`src/hw/rtl/thpq_pkg.sv`:
```
`default_nettype none
package thpq_pkg;

  localparam int unsigned DEF_CAPACITY = 1024;

  localparam logic [1:0] ST_OK    = 2'd0;
  localparam logic [1:0] ST_EMPTY = 2'd1;
  localparam logic [1:0] ST_FULL  = 2'd2;

  localparam logic REQ_INSERT = 1'b0;
  localparam logic REQ_POP    = 1'b1;

  // datapath micro-operations
  localparam logic [3:0] OP_NONE       = 4'd0;
  localparam logic [3:0] OP_INS_ACC    = 4'd1;
  localparam logic [3:0] OP_FULL       = 4'd2;
  localparam logic [3:0] OP_EMPTY      = 4'd3;
  localparam logic [3:0] OP_POP_ACC    = 4'd4;
  localparam logic [3:0] OP_TOP        = 4'd5;
  localparam logic [3:0] OP_UP_CALC    = 4'd6;
  localparam logic [3:0] OP_UP_RD      = 4'd7;
  localparam logic [3:0] OP_CLIMB_MOVE = 4'd8;
  localparam logic [3:0] OP_CLIMB_PUT  = 4'd9;
  localparam logic [3:0] OP_SD_RD      = 4'd10;
  localparam logic [3:0] OP_SD_STEP    = 4'd11;
  localparam logic [3:0] OP_FILL_RD    = 4'd12;
  localparam logic [3:0] OP_FILL       = 4'd13;
  localparam logic [3:0] OP_OUT        = 4'd14;

  typedef struct packed {
    logic [31:0] key;
    logic [31:0] idx;
  } entry_t;

  typedef struct packed {
    logic [3:0] op;
  } cmd_t;

  typedef struct packed {
    logic full;
    logic empty;
    logic n_is1;
    logic pos_gt1;
    logic climb_go;
    logic c_le_n;
    logic hole_lt_n;
    logic more;
    logic out_busy;
  } stat_t;

  // true when key a must stand above key b; zero ranks last
  function automatic logic ranks_before(input logic [31:0] a, input logic [31:0] b);
    logic r;
    if (a == 32'd0) begin
      r = 1'b0;
    end else if (b == 32'd0) begin
      r = 1'b1;
    end else begin
      r = (a < b);
    end
    return r;
  endfunction

endpackage
`default_nettype wire

```
`src/hw/rtl/thpq_ctrl.sv`:
```
`default_nettype none
module thpq_ctrl (
  input  wire              clk,
  input  wire              rst_n,
  input  wire              in_valid,
  input  wire              in_req_type,
  output logic             in_ready,
  input  thpq_pkg::stat_t  stat,
  output thpq_pkg::cmd_t   cmd
);

  localparam logic [3:0] S_IDLE  = 4'd0;
  localparam logic [3:0] S_TOP   = 4'd1;
  localparam logic [3:0] S_UPC   = 4'd2;
  localparam logic [3:0] S_UPR   = 4'd3;
  localparam logic [3:0] S_UPW   = 4'd4;
  localparam logic [3:0] S_SDC   = 4'd5;
  localparam logic [3:0] S_SDD   = 4'd6;
  localparam logic [3:0] S_FILLW = 4'd7;
  localparam logic [3:0] S_FIN   = 4'd8;

  logic [3:0] state_r, state_nxt;

  always_comb begin
    state_nxt = state_r;
    cmd.op    = thpq_pkg::OP_NONE;
    in_ready  = 1'b0;
    unique case (state_r)
      S_IDLE: begin
        in_ready = 1'b1;
        if (in_valid) begin
          if (in_req_type == thpq_pkg::REQ_INSERT) begin
            if (stat.full) begin
              cmd.op    = thpq_pkg::OP_FULL;
              state_nxt = S_FIN;
            end else begin
              cmd.op    = thpq_pkg::OP_INS_ACC;
              state_nxt = S_UPC;
            end
          end else if (stat.empty) begin
            cmd.op    = thpq_pkg::OP_EMPTY;
            state_nxt = S_FIN;
          end else begin
            cmd.op    = thpq_pkg::OP_POP_ACC;
            state_nxt = S_TOP;
          end
        end
      end
      S_TOP: begin
        cmd.op    = thpq_pkg::OP_TOP;
        state_nxt = stat.n_is1 ? S_FIN : S_SDC;
      end
      S_UPC: begin
        if (stat.pos_gt1) begin
          cmd.op    = thpq_pkg::OP_UP_CALC;
          state_nxt = S_UPR;
        end else begin
          cmd.op    = thpq_pkg::OP_CLIMB_PUT;
          state_nxt = S_FIN;
        end
      end
      S_UPR: begin
        cmd.op    = thpq_pkg::OP_UP_RD;
        state_nxt = S_UPW;
      end
      S_UPW: begin
        if (stat.climb_go) begin
          cmd.op    = thpq_pkg::OP_CLIMB_MOVE;
          state_nxt = S_UPC;
        end else begin
          cmd.op    = thpq_pkg::OP_CLIMB_PUT;
          state_nxt = S_FIN;
        end
      end
      S_SDC: begin
        if (stat.c_le_n) begin
          cmd.op    = thpq_pkg::OP_SD_RD;
          state_nxt = S_SDD;
        end else if (stat.hole_lt_n) begin
          cmd.op    = thpq_pkg::OP_FILL_RD;
          state_nxt = S_FILLW;
        end else begin
          state_nxt = S_FIN;
        end
      end
      S_SDD: begin
        cmd.op    = thpq_pkg::OP_SD_STEP;
        state_nxt = stat.more ? S_SDD : S_SDC;
      end
      S_FILLW: begin
        cmd.op    = thpq_pkg::OP_FILL;
        state_nxt = S_UPC;
      end
      S_FIN: begin
        if (!stat.out_busy) begin
          cmd.op    = thpq_pkg::OP_OUT;
          state_nxt = S_IDLE;
        end
      end
      default: begin
        state_nxt = S_IDLE;
      end
    endcase
  end

  always_ff @(posedge clk) begin
    if (!rst_n) begin
      state_r <= S_IDLE;
    end else begin
      state_r <= state_nxt;
    end
  end

endmodule
`default_nettype wire

```
`config.mk`:
```
export PLATFORM = sky130hd
export DESIGN_NAME = thpq_ctrl
export DESIGN_NICKNAME = d
export VERILOG_FILES = /design/src/hw/rtl/thpq_pkg.sv /design/src/hw/rtl/thpq_ctrl.sv
export SDC_FILE = /design/constraint.sdc
export NUM_CORES = 1
export LEC_CHECK = 0
export ABC_AREA = 1
export BUFFER_PORTS_ARGS = -buffer_cell sky130_fd_sc_hd__buf_4
export CAP_MARGIN = 20
export CORE_MARGIN = 2
export CORE_UTILIZATION = 25
export DETAILED_ROUTE_END_ITERATION = 10
export PLACE_DENSITY = 0.5
export SYNTH_ARGS = -nofsm -noshare
export SYNTH_HDL_FRONTEND = slang
export SYNTH_SLANG_ARGS = --single-unit
```
`constraint.sdc`:
```
create_clock -name clk -period 1.2 [get_ports clk]
set_input_delay 0.3 -clock clk [delete_from_list [all_inputs] [get_ports clk]]
set_output_delay 0.3 -clock clk [all_outputs]
set_load 0.1 [all_outputs]
```
# == Yosys cells after proc, flatten, opt, wreduce, memory -nomap -nowiden ==
# Index checks and enable logic that the tools add are counted.
# word_totals
ramBits,0
n_memories,0
regBits,4
latchBits,0
output_inout_bits,5
romBits,0
# classes
order_cmp,0
multipliers,0
bitwise,0
n_shift,0
n_mux,23
n_div,0
n_eq_ne,10
reduce_logical,2
n_addsub,0
# ops
op,n
case mux 4 bit (9 select lines),2
two-way mux 4 bit,16
"== test 4 x 3 -> 1 bit, second input constant",4
"== test 4 x 2 -> 1 bit, second input constant",2
"== test 4 x 1 -> 1 bit, second input constant",1
"== test 4 bit, second input constant",1
zero test 4 bit,1
two-way mux 2 bit,2
"inequality test 2 bit, second input constant",2
two-way mux 3 bit,1
two-way mux 1 bit,2
AND reduction 2 bit,1

# == Longest topological paths before layout ==
# Gate-level depths: netlist (run 1).
# depth
depth_word,4
depth_mapped,8

# == Least setup slack after synthesis (run 1) ==
# OpenSTA, ideal clock, no wires.
# synth_timing
kind,reg2out
start,register state_r[2]
end,output cmd[3] (netlist name)
n_path_buf,0
t_required_ns,0.900
setup_slack_ns,-1.284
stages_incl_launch_ff,5
t_arrival_ns,2.184
path_cell_list,dfxtp_1 > inv_1 > nor2_4 > inv_1 > o2111ai_1
# synth_rtl
element,line,text
"start, declared",thpq_ctrl.sv:22,"logic [3:0] state_r, state_nxt;"
"start signal, assigned",thpq_ctrl.sv:110,state_r <= state_nxt;
"end, declared",thpq_ctrl.sv:9,output thpq_pkg::cmd_t cmd

==> results of run 1 <==
worst reg2reg max path, cell delays in order (launching register included):
cell and delay [ps]:
dfxtp_4 370, inv_4 40, nor2_4 200, buf_6 130, nand3_2 50, nand2_2 100
buf_6 100, nor2_2 30, nand2_1 60, nand2_1 60, a21oi_2 130
cells in the mapped netlist:
cell,number
dfxtp_1,4
nor3b_1,1
nor2_1,12
nand2_2,1
o211ai_1,1
nand3_1,9
nor2_4,2
o21ai_0,3
inv_1,16
a21oi_1,1
o2111ai_1,1
nand3b_1,2
inv_2,2
nand2_1,19
nor2_2,3
nand4_1,4
a31oi_1,2
o21ai_1,2
power by group through the flow:
stage / logic (W) / clock network (W) / registers (W)
after global placement: 0.000856 / 0 / 0.000176
after global routing: 0.00110 / 0.000212 / 0.000175
final: 0.00104 / 0.000186 / 0.000174
after floorplan: 0.000609 / 0 / 0.000179
after CTS: 0.00102 / 0.000194 / 0.000175
after detailed placement: 0.000856 / 0 / 0.000177
cells in the final DEF (no fill, tap or decap), drive strengths merged:
cell type,Yosys,routed
o21ai,5,5
dfxtp,4,4
o211ai,1,1
buf,0,42
nand3,9,9
nand4,4,4
clkbuf,0,4
inv,18,18
nor2,17,17
nand2,20,20
a31oi,2,2
nor3b,1,1
o2111ai,1,1
a21oi,1,1
nand3b,2,2
per-layer routing:
metal	global-route usage, %	share of wire [%]
met5	0	0
met2	31.2	53
met4	1.67	0
met1	19.9	41
met3	6.92	5.2
area by class of cell:
class,instances,area (um^2),area share (%)
clock buffers,4,26.3,2.46
flip-flops and latches,4,90.1,8.42
inverters,18,82.6,7.72
well taps,25,31.3,2.92
multi-input cells,63,450,42.1
repair buffers,42,389,36.4
path summary, 6_finish.rpt:
check	start	end	slack, ps
worst max-delay path	state_r[2]	cmd[3]	-570
worst min-delay path	rst_n	state_r[3]	350
worst max register to register	state_r[2]	state_r[3]	-140
worst min register to register	state_r[1]	state_r[3]	660
cells by family after synthesis:
group	after synthesis	share of synthesized area (%)
compound gates	10	12.7
flops	4	17.3
simple gates	53	55.4
buf+inv	18	14.6
per-stage QoR:
stage               std cells  cell area, um^2  hold WS (ps)
finish                    156             1070           347
detailed placement        149              901           581
CTS                       155             1030           337
global placement          149              901           589
floorplan                  85              577           460
global route              156             1070           347
what timing repair did:
| action | CTS | global route |
|---|---|---|
| endpoints found under the hold margin | 0 | 0 |
| setup buffers | 2 | 1 |
| gates resized for setup | 24 | 8 |
| endpoints found under the setup margin | 9 | 9 |
| pin swaps | 4 | 2 |
==> flow_summary.yaml, run 1 <==
run_status:
  outcome: "complete, but fails checks"
  violations: "negative setup slack"
placed_design:
  gp_congestion: 0.787
  hpwl_mm: 1.38
  dpl_worst_slack_ps: -442
  port_buffers: 17
worst_setup_path:
  crit_path_top_delay_cell: "dfxtp_4"
  critPathMaxStageDelay_ps: 370
  end_kind: "primary output"
  crit_type: "reg2out"
  cp_cell_sequence: "inv_4 > nor2_4 > nand2_1 > nand2_1 > inv_1 > o2111ai_4 > buf_12"
  path_common_cell: "nand2_1"
  cp_num_buf_inv: 3
  critPathMaxFanout: 8
  crit_cells: 7
  cp-start-kind: "flip-flop"
  path_delay_family: "simple AND/OR/NAND/NOR gates"
  arrival_ps: 1470
  r2r_cells: 10
  cp_data_required_time_ps: 900
sta:
  relSlewSlack_pct: 84.5
  post-route-min-period_ps: 1770
  tightest_slew_ps: 231
  rsz0062_at_grt: "true"
  slew_violations: 0
  fin_worst_skew_ps: 9.10
  finalSetupViolCount: 9
  final.setup.worst_slack_ps: -574
  fin_crit_sh_pct: 148
  hold_viol_final: 0
  setup-tns-final_ps: -3050
  max_freq_ghz: 0.564
layout:
  fillers: 177
  largest_reg_flops: 4
  largestRegisters: "state_r: 4 flops"
  fin_nets: 145
  n_antenna_cell: 0
  layout-drive-gt1-share_pct: 61.8
  area_growth_pct: 131
  largest_register: "state_r"
  fin_util_pct: 62.0
pwr:
  ir_drop_mv: 0.998
  p_per_area_nw_per_um2: 1310
  sw_frac_of_total_pct: 50.7
  power.internal_w: 0.000692
  clkPwrFrac_pct: 13.3
  net-switching-power_w: 0.000713
  power_leakage_nw: 0.528
  pwr-share-comb_pct: 74.4
  p_seq_share_pct: 12.4
  power_w: 0.00140
detailed_routing:
  drt_first_pass_iters: 4
  wirelength_mm: 1.71
  drt_iter0_drc: 8
  antenna_left: 0
  vias: 700
  drc: 0
  viasPerCell: 4.49
  drt-wirelength-per-cell_um: 11.0
floorplanning:
  fp-row-count: 15
  io_pins: 18
  coreArea_um2: 1730
  initial_core_util_pct: 26.8
  dieHeight_um: 47.0
  die_x_um: 47.0
  dieArea_um2: 2210
synthesis:
  synth_top_area_share_pct: 17.3
  synth_area_per_cell_um2: 5.45
  synthCells: 85
  yosys-top-cells-area: "dfxtp_1, nand2_1, inv_1"
  synthesis.yosys.warnings: 0
  syn_area_um2: 463
  synth_top_area_cell: "dfxtp_1"
  synth_cell_type_count: 18
  yosysSeqAreaShare_pct: 17.3
  syn_nets: 98
  ys_ff_latch: 4
cts:
  numCtsBuffers: 3
  cts.sinks: 4
  holdBufCountCts: 0
  htreeDepth: 1
  clk_latency_ps: 240
  cts-root-buf: "clkbuf_4"
  cts_buffer_depth: 2
  cts.clk_slew.worst_paths_ps: 40
  cts_tree: "done"
global_route:
  track_usage_pct: 17.3
  grt_max_degree: 9
  grt.overflow.total: 0
  grt_pass1_vias: 686
  antenna_found_initial: 0
  grt_pass1_wl_mm: 2.72
job:
  max-cap-violations: 0
min_path:
  holdCritPathClass: "in2reg"
  hold_depth: 3
No activity file was read; power rests on OpenSTA's default activity.
==> run 2: changes to the inputs <==
--- a/config.mk
+++ b/config.mk
@@ -11,7 +11,7 @@
 export CORE_MARGIN = 2
 export CORE_UTILIZATION = 25
 export DETAILED_ROUTE_END_ITERATION = 10
-export PLACE_DENSITY = 0.5
+export PLACE_DENSITY = 0.49
 export SYNTH_ARGS = -nofsm -noshare
 export SYNTH_HDL_FRONTEND = slang
 export SYNTH_SLANG_ARGS = --single-unit
==> constraint.sdc (replaced) <==
create_clock -name clk -period 1.75 [get_ports clk]
set_input_delay 0.4375 -clock clk [delete_from_list [all_inputs] [get_ports clk]]
set_output_delay 0.4375 -clock clk [all_outputs]
set_load 0.1 [all_outputs]
==> run 2 against run 1 <==
The flow still finishes with violations (negative setup slack). Sequential cell count unchanged. Worst hold slack gained 130 ps. Utilization shrank 1.0 points. Clock skew decreased by 3.4 ps. Register-to-register slack improved by 500 ps. Combinational power decreased by 34%. Critical endpoint unchanged.
==> flow_summary.yaml, run 2 (synthesis results as in run 1) <==
layout:
  final_cells: 152
  largestRegisters: "state_r: 4 flops"
  final_common_cell: "buf_4"
  n_antenna_cell: 0
  multiInputGateArea_um2: 460
  layout_common_cells: "buf_4, nand2_1, inv_1, nor2_1"
  largest_reg_flops: 4
  area_growth_pct: 127
  largest_register: "state_r"
  layout-drive-gt1-share_pct: 61.4
  fin_nets: 142
  seqCellArea_um2: 92.6
  fin_util_pct: 60.9
  fillers: 167
detailed_routing:
  viasPerCell: 4.63
  drt-wirelength-per-cell_um: 11.5
  vias: 703
  antenna_left: 0
  wirelength_mm: 1.75
  drc: 0
  drt_iter0_drc: 1
  drt_first_pass_iters: 4
placed_design:
  gp_congestion: 0.799
  port_buffers: 17
  hpwl_mm: 1.21
  place_inst: 141
sta:
  relSlewSlack_pct: 81.0
  post-route-min-period_ps: 1890
  tightest_slew_ps: 284
  finalSetupViolCount: 4
  final.setup.worst_slack_ps: -139
  fin_crit_sh_pct: 108
  rsz0062_at_grt: "true"
  setup-tns-final_ps: -445
  hold_viol_final: 0
  slew_violations: 0
  fin_worst_skew_ps: 5.71
  max_freq_ghz: 0.529
global_route:
  grt.overflow.total: 0
  grt_pass1_vias: 592
  track_usage_pct: 16.3
  grt_max_degree: 9
  grt_pass1_wl_mm: 2.53
  antenna_found_initial: 0
floorplanning:
  fp-row-count: 15
  die_x_um: 47.0
  dieHeight_um: 47.0
  coreArea_um2: 1730
  dieArea_um2: 2210
  initial_core_util_pct: 26.8
  io_pins: 18
pwr:
  power_leakage_nw: 0.531
  ir_drop_mv: 0.521
  pwr-share-comb_pct: 74.2
  p_seq_share_pct: 13.2
  p_per_area_nw_per_um2: 877
  sw_frac_of_total_pct: 50.8
  net-switching-power_w: 0.000469
  clkPwrFrac_pct: 12.7
  power.internal_w: 0.000454
run_status:
  outcome: "complete, but fails checks"
  violations: "negative setup slack"
worst_setup_path:
  crit_type: "reg2out"
  critPathMaxFanout: 5
  ff2ff_setup_slack_ps: 360
  cp_data_required_time_ps: 1310
  cp-start-kind: "flip-flop"
  end_kind: "primary output"
  arrival_ps: 1450
cts:
  cts.sinks: 4
  cts-root-buf: "clkbuf_4"
  numCtsBuffers: 3
  cts_tree: "done"
  cts.clk_slew.worst_paths_ps: 40
  clk_latency_ps: 240
  htreeDepth: 1
  cts_buffer_depth: 2
job:
  max-cap-violations: 0
min_path:
  holdCritPathClass: "in2reg"
## run 2: changes by cell type in the layout (fill, tap and decap cells not counted), moves of 2 or more
cell     change
nand2_1      -4
o21ai_1      -2
nand2_2      +3
buf_4        -4
nor2_1       +2
nor2_2       -3
## run 2: timing repair
| item | 4_1_cts | 5_1_grt |
|---|---|---|
| pin swaps | 5 | 16 |
| buffers inserted | 3 | 7 |
| setup endpoints to repair | 5 | 5 |
| gates resized for setup | 30 | 26 |
| hold buffers | 0 | 0 |
## run 2: area by class of cell
class	instances	share of cell area (%)
Timing Repair Buffer	39	35.2
Multi-Input combinational cell	63	43.8
Sequential cell	4	8.80
Clock buffer	3	2.14
Inverter	18	7.13
Tap cell	25	2.97
## run 2: critical path: stages, from the launching register on
cell	delay, ps
dfxtp_4	360
nor2_4	180
buf_6	130
nand3_4	90
buf_4	150
o2111ai_4	100
buf_12	200
## run 2: per-layer routing
metal  share of wire, %  GRT usage [%]
met3                4.3           3.85
met2                 50           25.5
met1                 45           22.4
met4               0.97           4.44
met5                  0              0
## run 2: power by group through the flow
stage | registers [W] | clock network, W | logic (W)
finish | 0.000122 | 0.000117 | 0.000684
global route | 0.000124 | 0.000128 | 0.000719
CTS | 0.000122 | 0.000121 | 0.000633
detailed placement | 0.000119 | 0 | 0.000531
global placement | 0.000119 | 0 | 0.000533
floorplan | 0.000118 | 0 | 0.000383
## run 2: final timing paths
path                            cells past startpoint        from          to
worst max register to register                     10  state_r[1]  state_r[0]
worst max-delay path                                6  state_r[3]      cmd[3]
worst min register to register                      3  state_r[3]  state_r[1]
worst min-delay path                                3       rst_n  state_r[0]
## run 2: per-stage QoR
step / instance area, um^2 / power (W) / setup slack (ps) / hold WS, ps
3_3_place_gp: 785 / 0.000652 / -131 / 673
4_1_cts: 925 / 0.000876 / -178 / 476
5_1_grt: 1050 / 0.000972 / -207 / 509
6_report: 1050 / 0.000923 / -139 / 475
3_5_place_dp: 785 / 0.000650 / -109 / 662
2_1_floorplan: 520 / 0.000501 / 3.93 / 561
